$ cat src/rtl/epwr_pkg.sv
package epwr_pkg;

    localparam int NUM_CHANNELS = 4;
    localparam int COUNTER_BITS = 16;
    localparam int WRAP_BITS    = 6;

    localparam int CH_W      = 2;
    localparam int LEVEL_W   = 4;
    localparam int SCALE_W   = 16;
    localparam int LIMIT_W   = 6;
    localparam int DIST_BITS = 15;
    localparam int CFG_IDX_W = 2;
    localparam int CFG_DATA_W = 16;

    localparam logic OP_TICK = 1'b0;
    localparam logic OP_READ = 1'b1;

    localparam logic [CFG_IDX_W-1:0] REG_DISTANCE_SCALE = 2'd0;
    localparam logic [CFG_IDX_W-1:0] REG_OVERFLOW_LIMIT = 2'd1;

    localparam logic [SCALE_W-1:0] SCALE_RESET = 16'd170;
    localparam logic [LIMIT_W-1:0] LIMIT_RESET = 6'd63;

    localparam logic [COUNTER_BITS-1:0] CNT_MAX = {COUNTER_BITS{1'b1}};

    localparam int TOTAL_W = WRAP_BITS + COUNTER_BITS;
    localparam int PROD_W  = TOTAL_W + SCALE_W;

    localparam longint DIVISOR   = 20000;
    localparam longint DIST_MAX  = (64'd1 << DIST_BITS) - 1;
    localparam longint SAT_LIMIT = (DIST_MAX + 1) * DIVISOR;
    localparam int     REM_W     = $clog2(SAT_LIMIT);

    // 20000 is 625 << 5: shift out the power of two, then a reciprocal multiply
    localparam int     QUO_SHIFT   = 5;
    localparam longint ODD_DIVISOR = DIVISOR >> QUO_SHIFT;
    localparam int     RECIP_SHIFT = 35;
    localparam longint RECIP_M     = ((64'd1 << RECIP_SHIFT) + ODD_DIVISOR - 1) / ODD_DIVISOR;
    localparam int     RECIP_IN_W  = REM_W - QUO_SHIFT;
    localparam int     RECIP_M_W   = $clog2(RECIP_M);
    localparam int     RECIP_W     = RECIP_IN_W + RECIP_M_W;

    typedef enum logic [1:0] {
        PH_WAIT,
        PH_HIGH,
        PH_DONE
    } phase_t;

    typedef enum logic [1:0] {
        SCL_IDLE,
        SCL_MUL,
        SCL_CHECK
    } scl_state_t;

    typedef struct packed {
        logic                    tick;
        logic                    rearm;
        logic                    wrapped;
        logic                    cur;
        logic                    prev;
        logic [COUNTER_BITS-1:0] now;
        logic [WRAP_BITS-1:0]    limit;
    } lane_ctl_t;

    typedef struct packed {
        logic                    done;
        logic                    rise;
        logic [WRAP_BITS-1:0]    wrap;
        logic [COUNTER_BITS-1:0] pulse;
    } lane_stat_t;

    typedef struct packed {
        logic                 start;
        logic [TOTAL_W-1:0]   total;
        logic [SCALE_W-1:0]   scale;
        logic [CH_W-1:0]      channel;
        logic                 measured;
    } scl_req_t;

    typedef struct packed {
        logic                 done;
        logic                 busy;
        logic [CH_W-1:0]      channel;
        logic [DIST_BITS-1:0] distance;
        logic                 measured;
    } scl_rsp_t;

endpackage

$ cat src/rtl/echo_pulse_width_ranger.sv
// Echo pulse width ranger: four echo channels timed on one shared tick counter.
// s_ channel: s_tuser is op (0 tick, 1 read). s_tdata carries the echo levels
// and the channel to read. A tick updates every lane in the cycle it is taken
// and returns nothing, so ticks go in at one per cycle while no read is busy.
// A read returns one transaction on the m_ channel: channel, distance in cm
// (saturated at 32767, 0 if the channel had no finished measurement) and the
// measured flag in m_tuser. The channel is rearmed when the read is taken.
// A read passes the scaler's multiply step, then the saturation check and the
// divide by 20000 (shift by 5, then a reciprocal multiply for 625), then the
// load of the output register before m_tvalid rises. s_tready stays low from
// a read until its result is in the output register, so one read is in flight
// at a time.
// The output register holds a result while m_tready is low; ticks are taken
// meanwhile until a further read, which waits in the scaler until the register frees.
// cfg_ channel: index 0 distance_scale, 1 overflow_limit, always ready; write
// only while the block is idle. Reset (aresetn low, synchronous) restores
// scale 170 and limit 63, clears the counter and sets every channel waiting.
module echo_pulse_width_ranger (
    input  logic        aclk,
    input  logic        aresetn,
    input  logic        s_tvalid,
    output logic        s_tready,
    input  logic [7:0]  s_tdata,   // [3:0] echo_levels, [5:4] read_channel, [7:6] zero
    input  logic [0:0]  s_tuser,   // [0] op
    output logic        m_tvalid,
    input  logic        m_tready,
    output logic [23:0] m_tdata,   // [1:0] result_channel, [16:2] distance_cm, [23:17] zero
    output logic [0:0]  m_tuser,   // [0] measured
    input  logic        cfg_valid,
    output logic        cfg_ready,
    input  logic [1:0]  cfg_index,
    input  logic [15:0] cfg_data
);

    logic [epwr_pkg::SCALE_W-1:0]       scale_reg;
    logic [epwr_pkg::WRAP_BITS-1:0]     limit_reg;
    logic [epwr_pkg::COUNTER_BITS-1:0]  tick_count_reg;
    logic [epwr_pkg::NUM_CHANNELS-1:0]  prev_levels_reg;

    logic                               in_acc, acc_tick, acc_read;
    logic [epwr_pkg::NUM_CHANNELS-1:0]  levels;
    logic [epwr_pkg::CH_W-1:0]          rd_ch;
    logic [epwr_pkg::COUNTER_BITS-1:0]  now;
    logic                               wrapped;
    logic [epwr_pkg::NUM_CHANNELS-1:0]  rises;

    epwr_pkg::lane_ctl_t                lane_ctl  [epwr_pkg::NUM_CHANNELS];
    epwr_pkg::lane_stat_t               lane_stat [epwr_pkg::NUM_CHANNELS];
    epwr_pkg::lane_stat_t               sel;
    logic                               sel_done;

    epwr_pkg::scl_req_t                 req;
    epwr_pkg::scl_rsp_t                 rsp;
    logic                               out_load;

    logic                               m_valid_reg;
    logic [epwr_pkg::CH_W-1:0]          m_ch_reg;
    logic [epwr_pkg::DIST_BITS-1:0]     m_dist_reg;
    logic                               m_meas_reg;

    assign cfg_ready = 1'b1;
    assign s_tready  = !rsp.busy;
    assign in_acc    = s_tvalid && s_tready;
    assign acc_tick  = in_acc && (s_tuser[0] == epwr_pkg::OP_TICK);
    assign acc_read  = in_acc && (s_tuser[0] == epwr_pkg::OP_READ);
    assign levels    = epwr_pkg::NUM_CHANNELS'(s_tdata[3:0]);
    assign rd_ch     = s_tdata[5:4];

    assign now     = tick_count_reg + 1'b1;
    assign wrapped = (now == '0);

    always_ff @(posedge aclk) begin
        if (!aresetn) begin
            scale_reg <= epwr_pkg::SCALE_RESET;
            limit_reg <= epwr_pkg::WRAP_BITS'(epwr_pkg::LIMIT_RESET);
        end else if (cfg_valid && cfg_ready) begin
            case (cfg_index)
                epwr_pkg::REG_DISTANCE_SCALE: scale_reg <= cfg_data;
                epwr_pkg::REG_OVERFLOW_LIMIT:
                    limit_reg <= epwr_pkg::WRAP_BITS'(cfg_data[epwr_pkg::LIMIT_W-1:0]);
                default: ;
            endcase
        end
    end

    always_ff @(posedge aclk) begin
        if (!aresetn) begin
            tick_count_reg  <= '0;
            prev_levels_reg <= '0;
        end else if (acc_tick) begin
            // any channel that starts a measurement clears the shared counter
            tick_count_reg  <= (|rises) ? '0 : now;
            prev_levels_reg <= levels;
        end
    end

    for (genvar i = 0; i < epwr_pkg::NUM_CHANNELS; i++) begin : g_lane
        assign lane_ctl[i].tick    = acc_tick;
        assign lane_ctl[i].rearm   = acc_read && (rd_ch == epwr_pkg::CH_W'(i));
        assign lane_ctl[i].wrapped = wrapped;
        assign lane_ctl[i].cur     = levels[i];
        assign lane_ctl[i].prev    = prev_levels_reg[i];
        assign lane_ctl[i].now     = now;
        assign lane_ctl[i].limit   = limit_reg;
        assign rises[i]            = lane_stat[i].rise;

        epwr_lane u_lane (
            .aclk    (aclk),
            .aresetn (aresetn),
            .ctl     (lane_ctl[i]),
            .stat    (lane_stat[i])
        );
    end

    // merge: pick the read lane and form its total tick count
    assign sel      = lane_stat[rd_ch];
    assign sel_done = sel.done;

    always_comb begin
        req.start    = acc_read;
        req.scale    = scale_reg;
        req.channel  = rd_ch;
        req.measured = sel_done;
        if (sel_done) begin
            req.total = epwr_pkg::TOTAL_W'({sel.wrap, {epwr_pkg::COUNTER_BITS{1'b0}}})
                      - epwr_pkg::TOTAL_W'(sel.wrap)
                      + epwr_pkg::TOTAL_W'(sel.pulse);
        end else begin
            req.total = '0;
        end
    end

    epwr_scaler u_scaler (
        .aclk    (aclk),
        .aresetn (aresetn),
        .req     (req),
        .take    (out_load),
        .rsp     (rsp)
    );

    assign out_load = rsp.done && (!m_valid_reg || m_tready);

    always_ff @(posedge aclk) begin
        if (!aresetn) begin
            m_valid_reg <= 1'b0;
        end else if (out_load) begin
            m_valid_reg <= 1'b1;
        end else if (m_tready) begin
            m_valid_reg <= 1'b0;
        end
    end

    always_ff @(posedge aclk) begin
        if (out_load) begin
            m_ch_reg   <= rsp.channel;
            m_dist_reg <= rsp.distance;
            m_meas_reg <= rsp.measured;
        end
    end

    assign m_tvalid = m_valid_reg;
    assign m_tdata  = {7'd0, m_dist_reg, m_ch_reg};
    assign m_tuser  = m_meas_reg;

    a_read_goes_busy: assert property (@(posedge aclk) disable iff (!aresetn)
        acc_read |=> !s_tready)
        else $error("read transaction did not occupy the scaler");

    a_unmeasured_zero: assert property (@(posedge aclk) disable iff (!aresetn)
        (m_tvalid && !m_tuser[0]) |-> (m_tdata[16:2] == '0))
        else $error("distance nonzero without a finished measurement");

    a_read_rearms: assert property (@(posedge aclk) disable iff (!aresetn)
        (acc_read && sel_done) |=> !lane_stat[$past(rd_ch)].done)
        else $error("channel not rearmed after its read");

    a_rise_clears: assert property (@(posedge aclk) disable iff (!aresetn)
        (acc_tick && (|rises)) |=> (tick_count_reg == '0))
        else $error("shared counter not cleared on a rising edge");

endmodule

$ cat src/rtl/epwr_lane.sv
module epwr_lane (
    input  logic                   aclk,
    input  logic                   aresetn,
    input  epwr_pkg::lane_ctl_t    ctl,
    output epwr_pkg::lane_stat_t   stat
);

    epwr_pkg::phase_t                   phase_reg, phase_next;
    logic [epwr_pkg::WRAP_BITS-1:0]     wrap_reg, wrap_next;
    logic [epwr_pkg::COUNTER_BITS-1:0]  pulse_reg, pulse_next;
    logic                               rise;

    always_ff @(posedge aclk) begin
        if (!aresetn) begin
            phase_reg <= epwr_pkg::PH_WAIT;
            wrap_reg  <= '0;
            pulse_reg <= '0;
        end else begin
            phase_reg <= phase_next;
            wrap_reg  <= wrap_next;
            pulse_reg <= pulse_next;
        end
    end

    always_comb begin
        phase_next = phase_reg;
        wrap_next  = wrap_reg;
        pulse_next = pulse_reg;
        rise       = 1'b0;
        if (ctl.tick) begin
            case (phase_reg)
                epwr_pkg::PH_HIGH: begin
                    // wrap is handled first, a timeout ignores this tick's edge
                    if (ctl.wrapped && (wrap_reg >= ctl.limit)) begin
                        phase_next = epwr_pkg::PH_DONE;
                        pulse_next = epwr_pkg::CNT_MAX;
                    end else begin
                        if (ctl.wrapped) begin
                            wrap_next = wrap_reg + 1'b1;
                        end
                        if (ctl.prev && !ctl.cur) begin
                            phase_next = epwr_pkg::PH_DONE;
                            pulse_next = ctl.now;
                        end
                    end
                end
                epwr_pkg::PH_WAIT: begin
                    if (!ctl.prev && ctl.cur) begin
                        phase_next = epwr_pkg::PH_HIGH;
                        wrap_next  = '0;
                        pulse_next = '0;
                        rise       = 1'b1;
                    end
                end
                default: ;
            endcase
        end else if (ctl.rearm && (phase_reg == epwr_pkg::PH_DONE)) begin
            phase_next = epwr_pkg::PH_WAIT;
            wrap_next  = '0;
        end
    end

    assign stat.done  = (phase_reg == epwr_pkg::PH_DONE);
    assign stat.rise  = rise;
    assign stat.wrap  = wrap_reg;
    assign stat.pulse = pulse_reg;

endmodule

$ cat src/rtl/epwr_scaler.sv
module epwr_scaler (
    input  logic                 aclk,
    input  logic                 aresetn,
    input  epwr_pkg::scl_req_t   req,
    input  logic                 take,
    output epwr_pkg::scl_rsp_t   rsp
);

    epwr_pkg::scl_state_t                state_reg, state_next;
    logic                                done_reg, done_next;
    logic [epwr_pkg::TOTAL_W-1:0]        total_reg;
    logic [epwr_pkg::SCALE_W-1:0]        scale_reg;
    logic [epwr_pkg::CH_W-1:0]           ch_reg;
    logic                                meas_reg;
    logic [epwr_pkg::PROD_W-1:0]         prod_reg;
    logic                                sat_reg;
    logic [epwr_pkg::RECIP_W-1:0]        recip_reg;

    always_ff @(posedge aclk) begin
        if (!aresetn) begin
            state_reg <= epwr_pkg::SCL_IDLE;
            done_reg  <= 1'b0;
        end else begin
            state_reg <= state_next;
            done_reg  <= done_next;
        end
    end

    // datapath registers
    always_ff @(posedge aclk) begin
        if (req.start && (state_reg == epwr_pkg::SCL_IDLE) && !done_reg) begin
            total_reg <= req.total;
            scale_reg <= req.scale;
            ch_reg    <= req.channel;
            meas_reg  <= req.measured;
        end
        if (state_reg == epwr_pkg::SCL_MUL) begin
            prod_reg <= epwr_pkg::PROD_W'(total_reg) * epwr_pkg::PROD_W'(scale_reg);
        end
        if (state_reg == epwr_pkg::SCL_CHECK) begin
            sat_reg   <= (prod_reg >= epwr_pkg::PROD_W'(epwr_pkg::SAT_LIMIT));
            // below the saturation point the quotient fits the distance field
            recip_reg <= epwr_pkg::RECIP_W'(prod_reg[epwr_pkg::REM_W-1:epwr_pkg::QUO_SHIFT])
                       * epwr_pkg::RECIP_W'(epwr_pkg::RECIP_M);
        end
    end

    always_comb begin
        state_next = state_reg;
        done_next  = done_reg;
        case (state_reg)
            epwr_pkg::SCL_IDLE: begin
                if (done_reg) begin
                    if (take) begin
                        done_next = 1'b0;
                    end
                end else if (req.start) begin
                    state_next = epwr_pkg::SCL_MUL;
                end
            end
            epwr_pkg::SCL_MUL: begin
                state_next = epwr_pkg::SCL_CHECK;
            end
            epwr_pkg::SCL_CHECK: begin
                state_next = epwr_pkg::SCL_IDLE;
                done_next  = 1'b1;
            end
            default: state_next = epwr_pkg::SCL_IDLE;
        endcase
    end

    assign rsp.done     = done_reg;
    assign rsp.busy     = done_reg || (state_reg != epwr_pkg::SCL_IDLE);
    assign rsp.channel  = ch_reg;
    assign rsp.distance = sat_reg ? epwr_pkg::DIST_BITS'(epwr_pkg::DIST_MAX)
                                  : recip_reg[epwr_pkg::RECIP_SHIFT +: epwr_pkg::DIST_BITS];
    assign rsp.measured = meas_reg;

endmodule

$ cat config.mk
export PLATFORM = sky130hd
export DESIGN_NAME = echo_pulse_width_ranger
export DESIGN_NICKNAME = d
export VERILOG_FILES = /design/src/rtl/epwr_pkg.sv /design/src/rtl/echo_pulse_width_ranger.sv /design/src/rtl/epwr_lane.sv /design/src/rtl/epwr_scaler.sv
export SDC_FILE = /design/constraint.sdc
export NUM_CORES = 2
export LEC_CHECK = 0
export BUFFER_PORTS_ARGS = -buffer_cell sky130_fd_sc_hd__buf_2
export CORE_UTILIZATION = 34
export CTS_BUF_LIST = sky130_fd_sc_hd__clkbuf_2 sky130_fd_sc_hd__clkbuf_4 sky130_fd_sc_hd__clkbuf_8
export DETAILED_ROUTE_END_ITERATION = 10
export GPL_TIMING_DRIVEN = 0
export PLACE_DENSITY = 0.59
export SYNTH_ARGS = -nofsm -noshare
export SYNTH_HDL_FRONTEND = slang
export SYNTH_HIERARCHICAL = 1
export SYNTH_SLANG_ARGS = --single-unit
$ cat constraint.sdc
create_clock -name aclk -period 8.21 [get_ports aclk]
set_clock_uncertainty 0.2 [all_clocks]
set_input_delay 0.821 -clock aclk [delete_from_list [all_inputs] [get_ports aclk]]
set_output_delay 0.821 -clock aclk [all_outputs]
set_load 0.01 [all_outputs]
== Word level (Yosys, flattened, before mapping) ==
Index checks and enable logic that the tools add are counted.
Storage, ports and cells
  register bits: 289
  input bits: 32
  output and inout port bits: 28
  word-level logic and storage cells: 252
Operators by class
  $add $sub $neg: 7
  multiply operators: 2
  $lt $le $gt $ge: 6
  equal/unequal tests: 44
  muxes and demuxes: 88
  bitwise logic cells: 2
  reductions and logical operators: 74
Operators by type and width (count)
  two-way mux 16 bit: 13
  case mux 16 bit (2 select lines): 4
  two-way mux 6 bit: 20
  multiplier 25 x 25 -> 49 bit (second input constant): 1
  binary-select mux 24 bit (select 2 bit): 1
  two-way mux 24 bit: 2
  case mux 6 bit (2 select lines): 4
  two-way mux 2 bit: 22
  >= comparator 38 x 30 -> 1 bit (second input constant): 1
  multiplier 22 x 16 -> 38 bit: 1
  AND reduction 4 bit: 8
  logical AND 1 bit: 26
  adder 6 x 1 -> 6 bit (second input constant): 4
  >= comparator 6 bit: 4
  inequality test 3 x 1 -> 1 bit (second input constant): 8
  inequality test 3 bit (second input constant): 8
  adder 22 x 16 -> 22 bit: 1
  nonzero test 2 bit: 11
  subtractor 22 x 6 -> 22 bit: 1
  case mux 2 bit (2 select lines): 5
  AND reduction 5 bit: 4
  adder 16 x 1 -> 16 bit (second input constant): 1
  logical NOT 16 bit: 1
  two-way mux 1 bit: 16
  15 further kinds: 56

== Depth between registers and ports, before layout ==
  word-level depth: 11
  mapped depth: 24
  mapped depth without buffers: 24

== By module ==
Netlist, hierarchy kept.
Modules (own cells, without submodules)
  epwr_scaler: instances 1, cells each 2642, area each 26078.8 µm², sequential area each 2912.8 µm²
  echo_pulse_width_ranger: instances 1, cells each 433, area each 4091.4 µm², sequential area each 1401.3 µm²
  epwr_lane (g_lane[1].u_lane ...): instances 3, cells each 126, area each 1218.7 µm², sequential area each 480.5 µm²
  epwr_lane (g_lane[0].u_lane): instances 1, cells each 123, area each 1281.2 µm², sequential area each 480.5 µm²

== Worst setup path after synthesis ==
OpenSTA, ideal clock, no wires.
  path type: register to register
  start point: register u_scaler/prod_reg[16] (netlist name)
  end point: register u_scaler/recip_reg[43] (netlist name) (data pin)
  setup time: 0.262 ns
  arrival time: 6.165 ns
  required time: 7.748 ns
  slack: 1.583 ns
  stages on the path, launching flop included: 25
  buffers on the path: 0
  period minus slack after synthesis: 6.627 ns
  path through: edfxtp_1 > inv_1 > ha_1 > inv_1 > fa_1 > inv_1 > fa_1 > inv_1 > fa_1 > inv_1 > fa_1 > fa_1 > inv_1 > fa_1 > inv_1 > ha_1 > o21ai_0 > nand2b_1 > a41oi_1 > a211oi_1 > o31ai_2 > o21ai_1 > a221oi_1 > o21bai_1 > xor2_1
On the way
  word-level cells in the longest chain between the ends: 1
Ends and longest elaborated chain
  start: declaration: RTL line epwr_scaler.sv:15  | logic [epwr_pkg::PROD_W-1:0] prod_reg;
  start signal: assignment: RTL line epwr_scaler.sv:38  | prod_reg <= epwr_pkg::PROD_W'(total_reg) * epwr_pkg::PROD_W'(scale_reg);
  multiplier 25 x 25 -> 49 bit: RTL line epwr_scaler.sv:44  | * epwr_pkg::RECIP_W'(epwr_pkg::RECIP_M);
  end signal: assignment: RTL line epwr_scaler.sv:43  | recip_reg <= epwr_pkg::RECIP_W'(prod_reg[epwr_pkg::REM_W-1:epwr_pkg::QUO_SHIFT])
  end: declaration: RTL line epwr_scaler.sv:17  | logic [epwr_pkg::RECIP_W-1:0] recip_reg;
No other way between the ends.
A chain may end at the register's enable or synchronous reset.

== Worst setup path after layout ==
  start point: register u_scaler/prod_reg[20] (netlist name)
  end point: register u_scaler/recip_reg[49] (netlist name) (data pin)
The elaborated chain is that of the path after synthesis.

==> metrics.cfg <==
[synth]
yosysWarningCount=6
synthDistinctLibCells=95
synth_ff_type=dfxtp_1
yosys_register_bits=255
synthCells=3576
syn-cell-area_mm2=0.0351
synth-edff-count=113
ys_async_sr_fraction_pct=0
yosys.area.top_type=fa_1
ys_seq_area_share_pct=17.8
netlist.area_leader.share_pct=31.5
synth_area_leaders=fa_1 32%, ha_1 14%, edfxtp_1 9.7%
avgSynthCellArea_um2=9.82

[critical_path]
crit_required_ns=8.39
worst_path_max_delay_cell=edfxtp_1
critPathMaxFanout=9
crit_chain=inv_1 > ha_1 > inv_1 > fa_1 > inv_1 > fa_1 > fa_1 > fa_1 > fa_1 > inv_1 > fa_1 > inv_1 > ha_1 > nand3_1 > nor2_1 > nand4_1 > a31oi_2 > o31ai_2 > o21ai_1 > a211o_1 > a31oi_1 > xnor2_1
end_kind=register
crit_type=reg -> reg
worstReg2RegEnd=u_scaler/recip_reg[49]$_DFFE_PP_
cp.arrival_ns=8.12
startpoint_type=register
critical-path-max-stage-delay_ns=0.77
reg2reg_slack_ns=0.27
r2r-start=u_scaler/prod_reg[20]$_DFFE_PN_
crit_top_cell=fa_1
worst_r2r_path_depth=22
cp.buffers_inverters=5
path_delay_family=adder cells

[global_routing]
grt_max_degree=33
antenna_found_initial=4
grt_pass1_wl_um=144000
grt_use_total_pct=17.8
grt-ovfl-total=0
grt_pass1_vias=25800

[drt]
dr.first_iter.drc_count=1347
wl_per_cell_um=17.9
drc=0
vias=24800
routed_via_density=4.87
wirelength_um=91100
ant_nets=0
drtPass1Iterations=7

[hold_path]
hp-class=in -> reg
min_path_cells=1
hold_end=u_scaler/ch_reg[0]$_DFFE_PP_
min_from=s_tdata[4]

[timing]
worstMarginPinSlew_ns=1.20
min_period_ns=7.94
max_slew_margin_pct=19.8
slew_violations=0
fin_crit_sh_pct=96.7
fmax_ghz=0.126
finalHoldViolations=0
rsz0062_at_grt=no
fin_setup_tns_ns=0
setup_viol=0

[floorplan]
die_w_um=323
die_h_um=323
core_mm2=0.102
die-area_mm2=0.105
num_rows=117
io_pins=60
start_util_pct=34.4

[status]
outcome=finished, final reports clean

[finish]
finalNetCount=4681
stdcell_area_mm2=0.0383
largest_reg_flops=64
syn_to_final_growth_pct=9.07
post-route-util_pct=37.5
drive_gt1_share_pct=8.47

[placed_design]
placed_area_mm2=0.0372
place.gp.congestion=0.917
io_buffers=49
hpwl_um=76200

[job]
max-cap-violations=0

[clock_tree]
insertion_delay_ns=0.68
clk_pin_slew_worst_paths_ns=0.06
cts_buffers=50
cts-root-buf=clkbuf_8
cts_tree=built
htree_levels=2
cts_sinks=255
cts.path.max_buffers=3
ctsHoldBuffers=0

cell families (layout without fill, tap and decap cells):
group,count (synthesis),count (layout),synth area share (%)
buf+inv,983,1131,11.0
fa+ha+maj,957,957,45.9
xor+xnor,71,71,1.77
other cells,2,11,0.0214
simple gates,827,827,12.2
mux,49,49,2.12
compound gates,432,432,9.19
flops,255,255,17.8
area by class of cell:
class                   count  area, um2
repair buffers             58        365
fillers                 10300      63700
clock inverters            19        154
well taps                1368       1710
inverters                 859       3220
diodes                      3       7.51
plain buffers             124        623
flip-flops and latches    255       6240
clock buffers              71        896
multi-input cells        2344      25100
cell usage after synthesis, types with 12 or more instances:
library cell    n
o211ai_1       14
nand2_1       352
and3_1         17
mux4_2         20
or3_1          14
and2_1        150
nand2b_1       21
nor2_1         56
o21ai_0        51
dfxtp_1       142
fa_1          553
xnor2_1        48
nor2b_1        31
or2_2          20
inv_1         858
a21o_1         43
buf_2          16
a221o_1        35
a221o_2        30
mux2i_1        26
o21bai_1       12
edfxtp_1      113
a21oi_1        98
ha_1          404
nand3_1        49
nand4_1        34
a21boi_0       21
clkbuf_1       84
a211oi_1       12
xor2_1         23
nor3_1         16
buf_4          14
per-stage QoR:
stage / std cells / worst slack [ns] / hold WS, ns
final: 5101 / 0.270 / 0.217
after detailed placement: 5002 / -0.0372 / 0.215
after global placement: 4999 / -0.0358 / 0.213
after CTS: 5092 / 0.113 / 0.169
after global routing: 5100 / 0.0475 / 0.186
after floorplan: 3582 / 1.58 / 0.200
cell usage in the layout (no fill, tap or decap), types with 48 or more instances in the layout:
master / instances
buf_2: 65
nand3_1: 49
xnor2_1: 48
nor2_1: 56
clkbuf_1: 83
inv_1: 858
clkbuf_8: 58
ha_1: 404
o21ai_0: 51
dfxtp_1: 142
and2_1: 149
nand2_1: 352
a21oi_1: 98
fa_1: 553
edfxtp_1: 113
metal layers:
| layer | global-route usage (%) | vias to the layer above | share of wire (%) |
|---|---|---|---|
| met5 | 0 | - | 0 |
| met4 | 5.15 | 0 | 2.6 |
| met3 | 2.97 | 124 | 5.5 |
| met2 | 30.4 | 565 | 48 |
| met1 | 23.0 | 12500 | 43 |
| li1 | - | 11600 | - |
worst max-delay path by stage:
stage                               startpoint                          endpoint  slack (ns)  cells past startpoint
6_report       u_scaler/prod_reg[20]$_DFFE_PN_  u_scaler/recip_reg[49]$_DFFE_PP_        0.27                     22
3_3_place_gp   u_scaler/prod_reg[23]$_DFFE_PN_  u_scaler/recip_reg[49]$_DFFE_PP_       -0.04                     22
3_5_place_dp   u_scaler/prod_reg[18]$_DFFE_PN_  u_scaler/recip_reg[49]$_DFFE_PP_       -0.04                     22
5_1_grt        u_scaler/scale_reg[1]$_DFFE_PP_   u_scaler/prod_reg[35]$_DFFE_PN_        0.05                     23
2_1_floorplan  u_scaler/prod_reg[16]$_DFFE_PN_  u_scaler/recip_reg[43]$_DFFE_PP_        1.58                     24
4_1_cts        u_scaler/prod_reg[19]$_DFFE_PN_  u_scaler/recip_reg[49]$_DFFE_PP_        0.11                     22
timing repair:
item | 4_1_cts | 5_1_grt
endpoints found under the setup margin | 3 | 7
buffers inserted | 0 | 6
cloned | 0 | 0
endpoints found under the hold margin | 0 | 0
gates resized for setup | 1 | 3
Power is left out: the tool's default activity adds up to more than one toggle a clock period on the data nets, which glitch-free logic cannot reach.
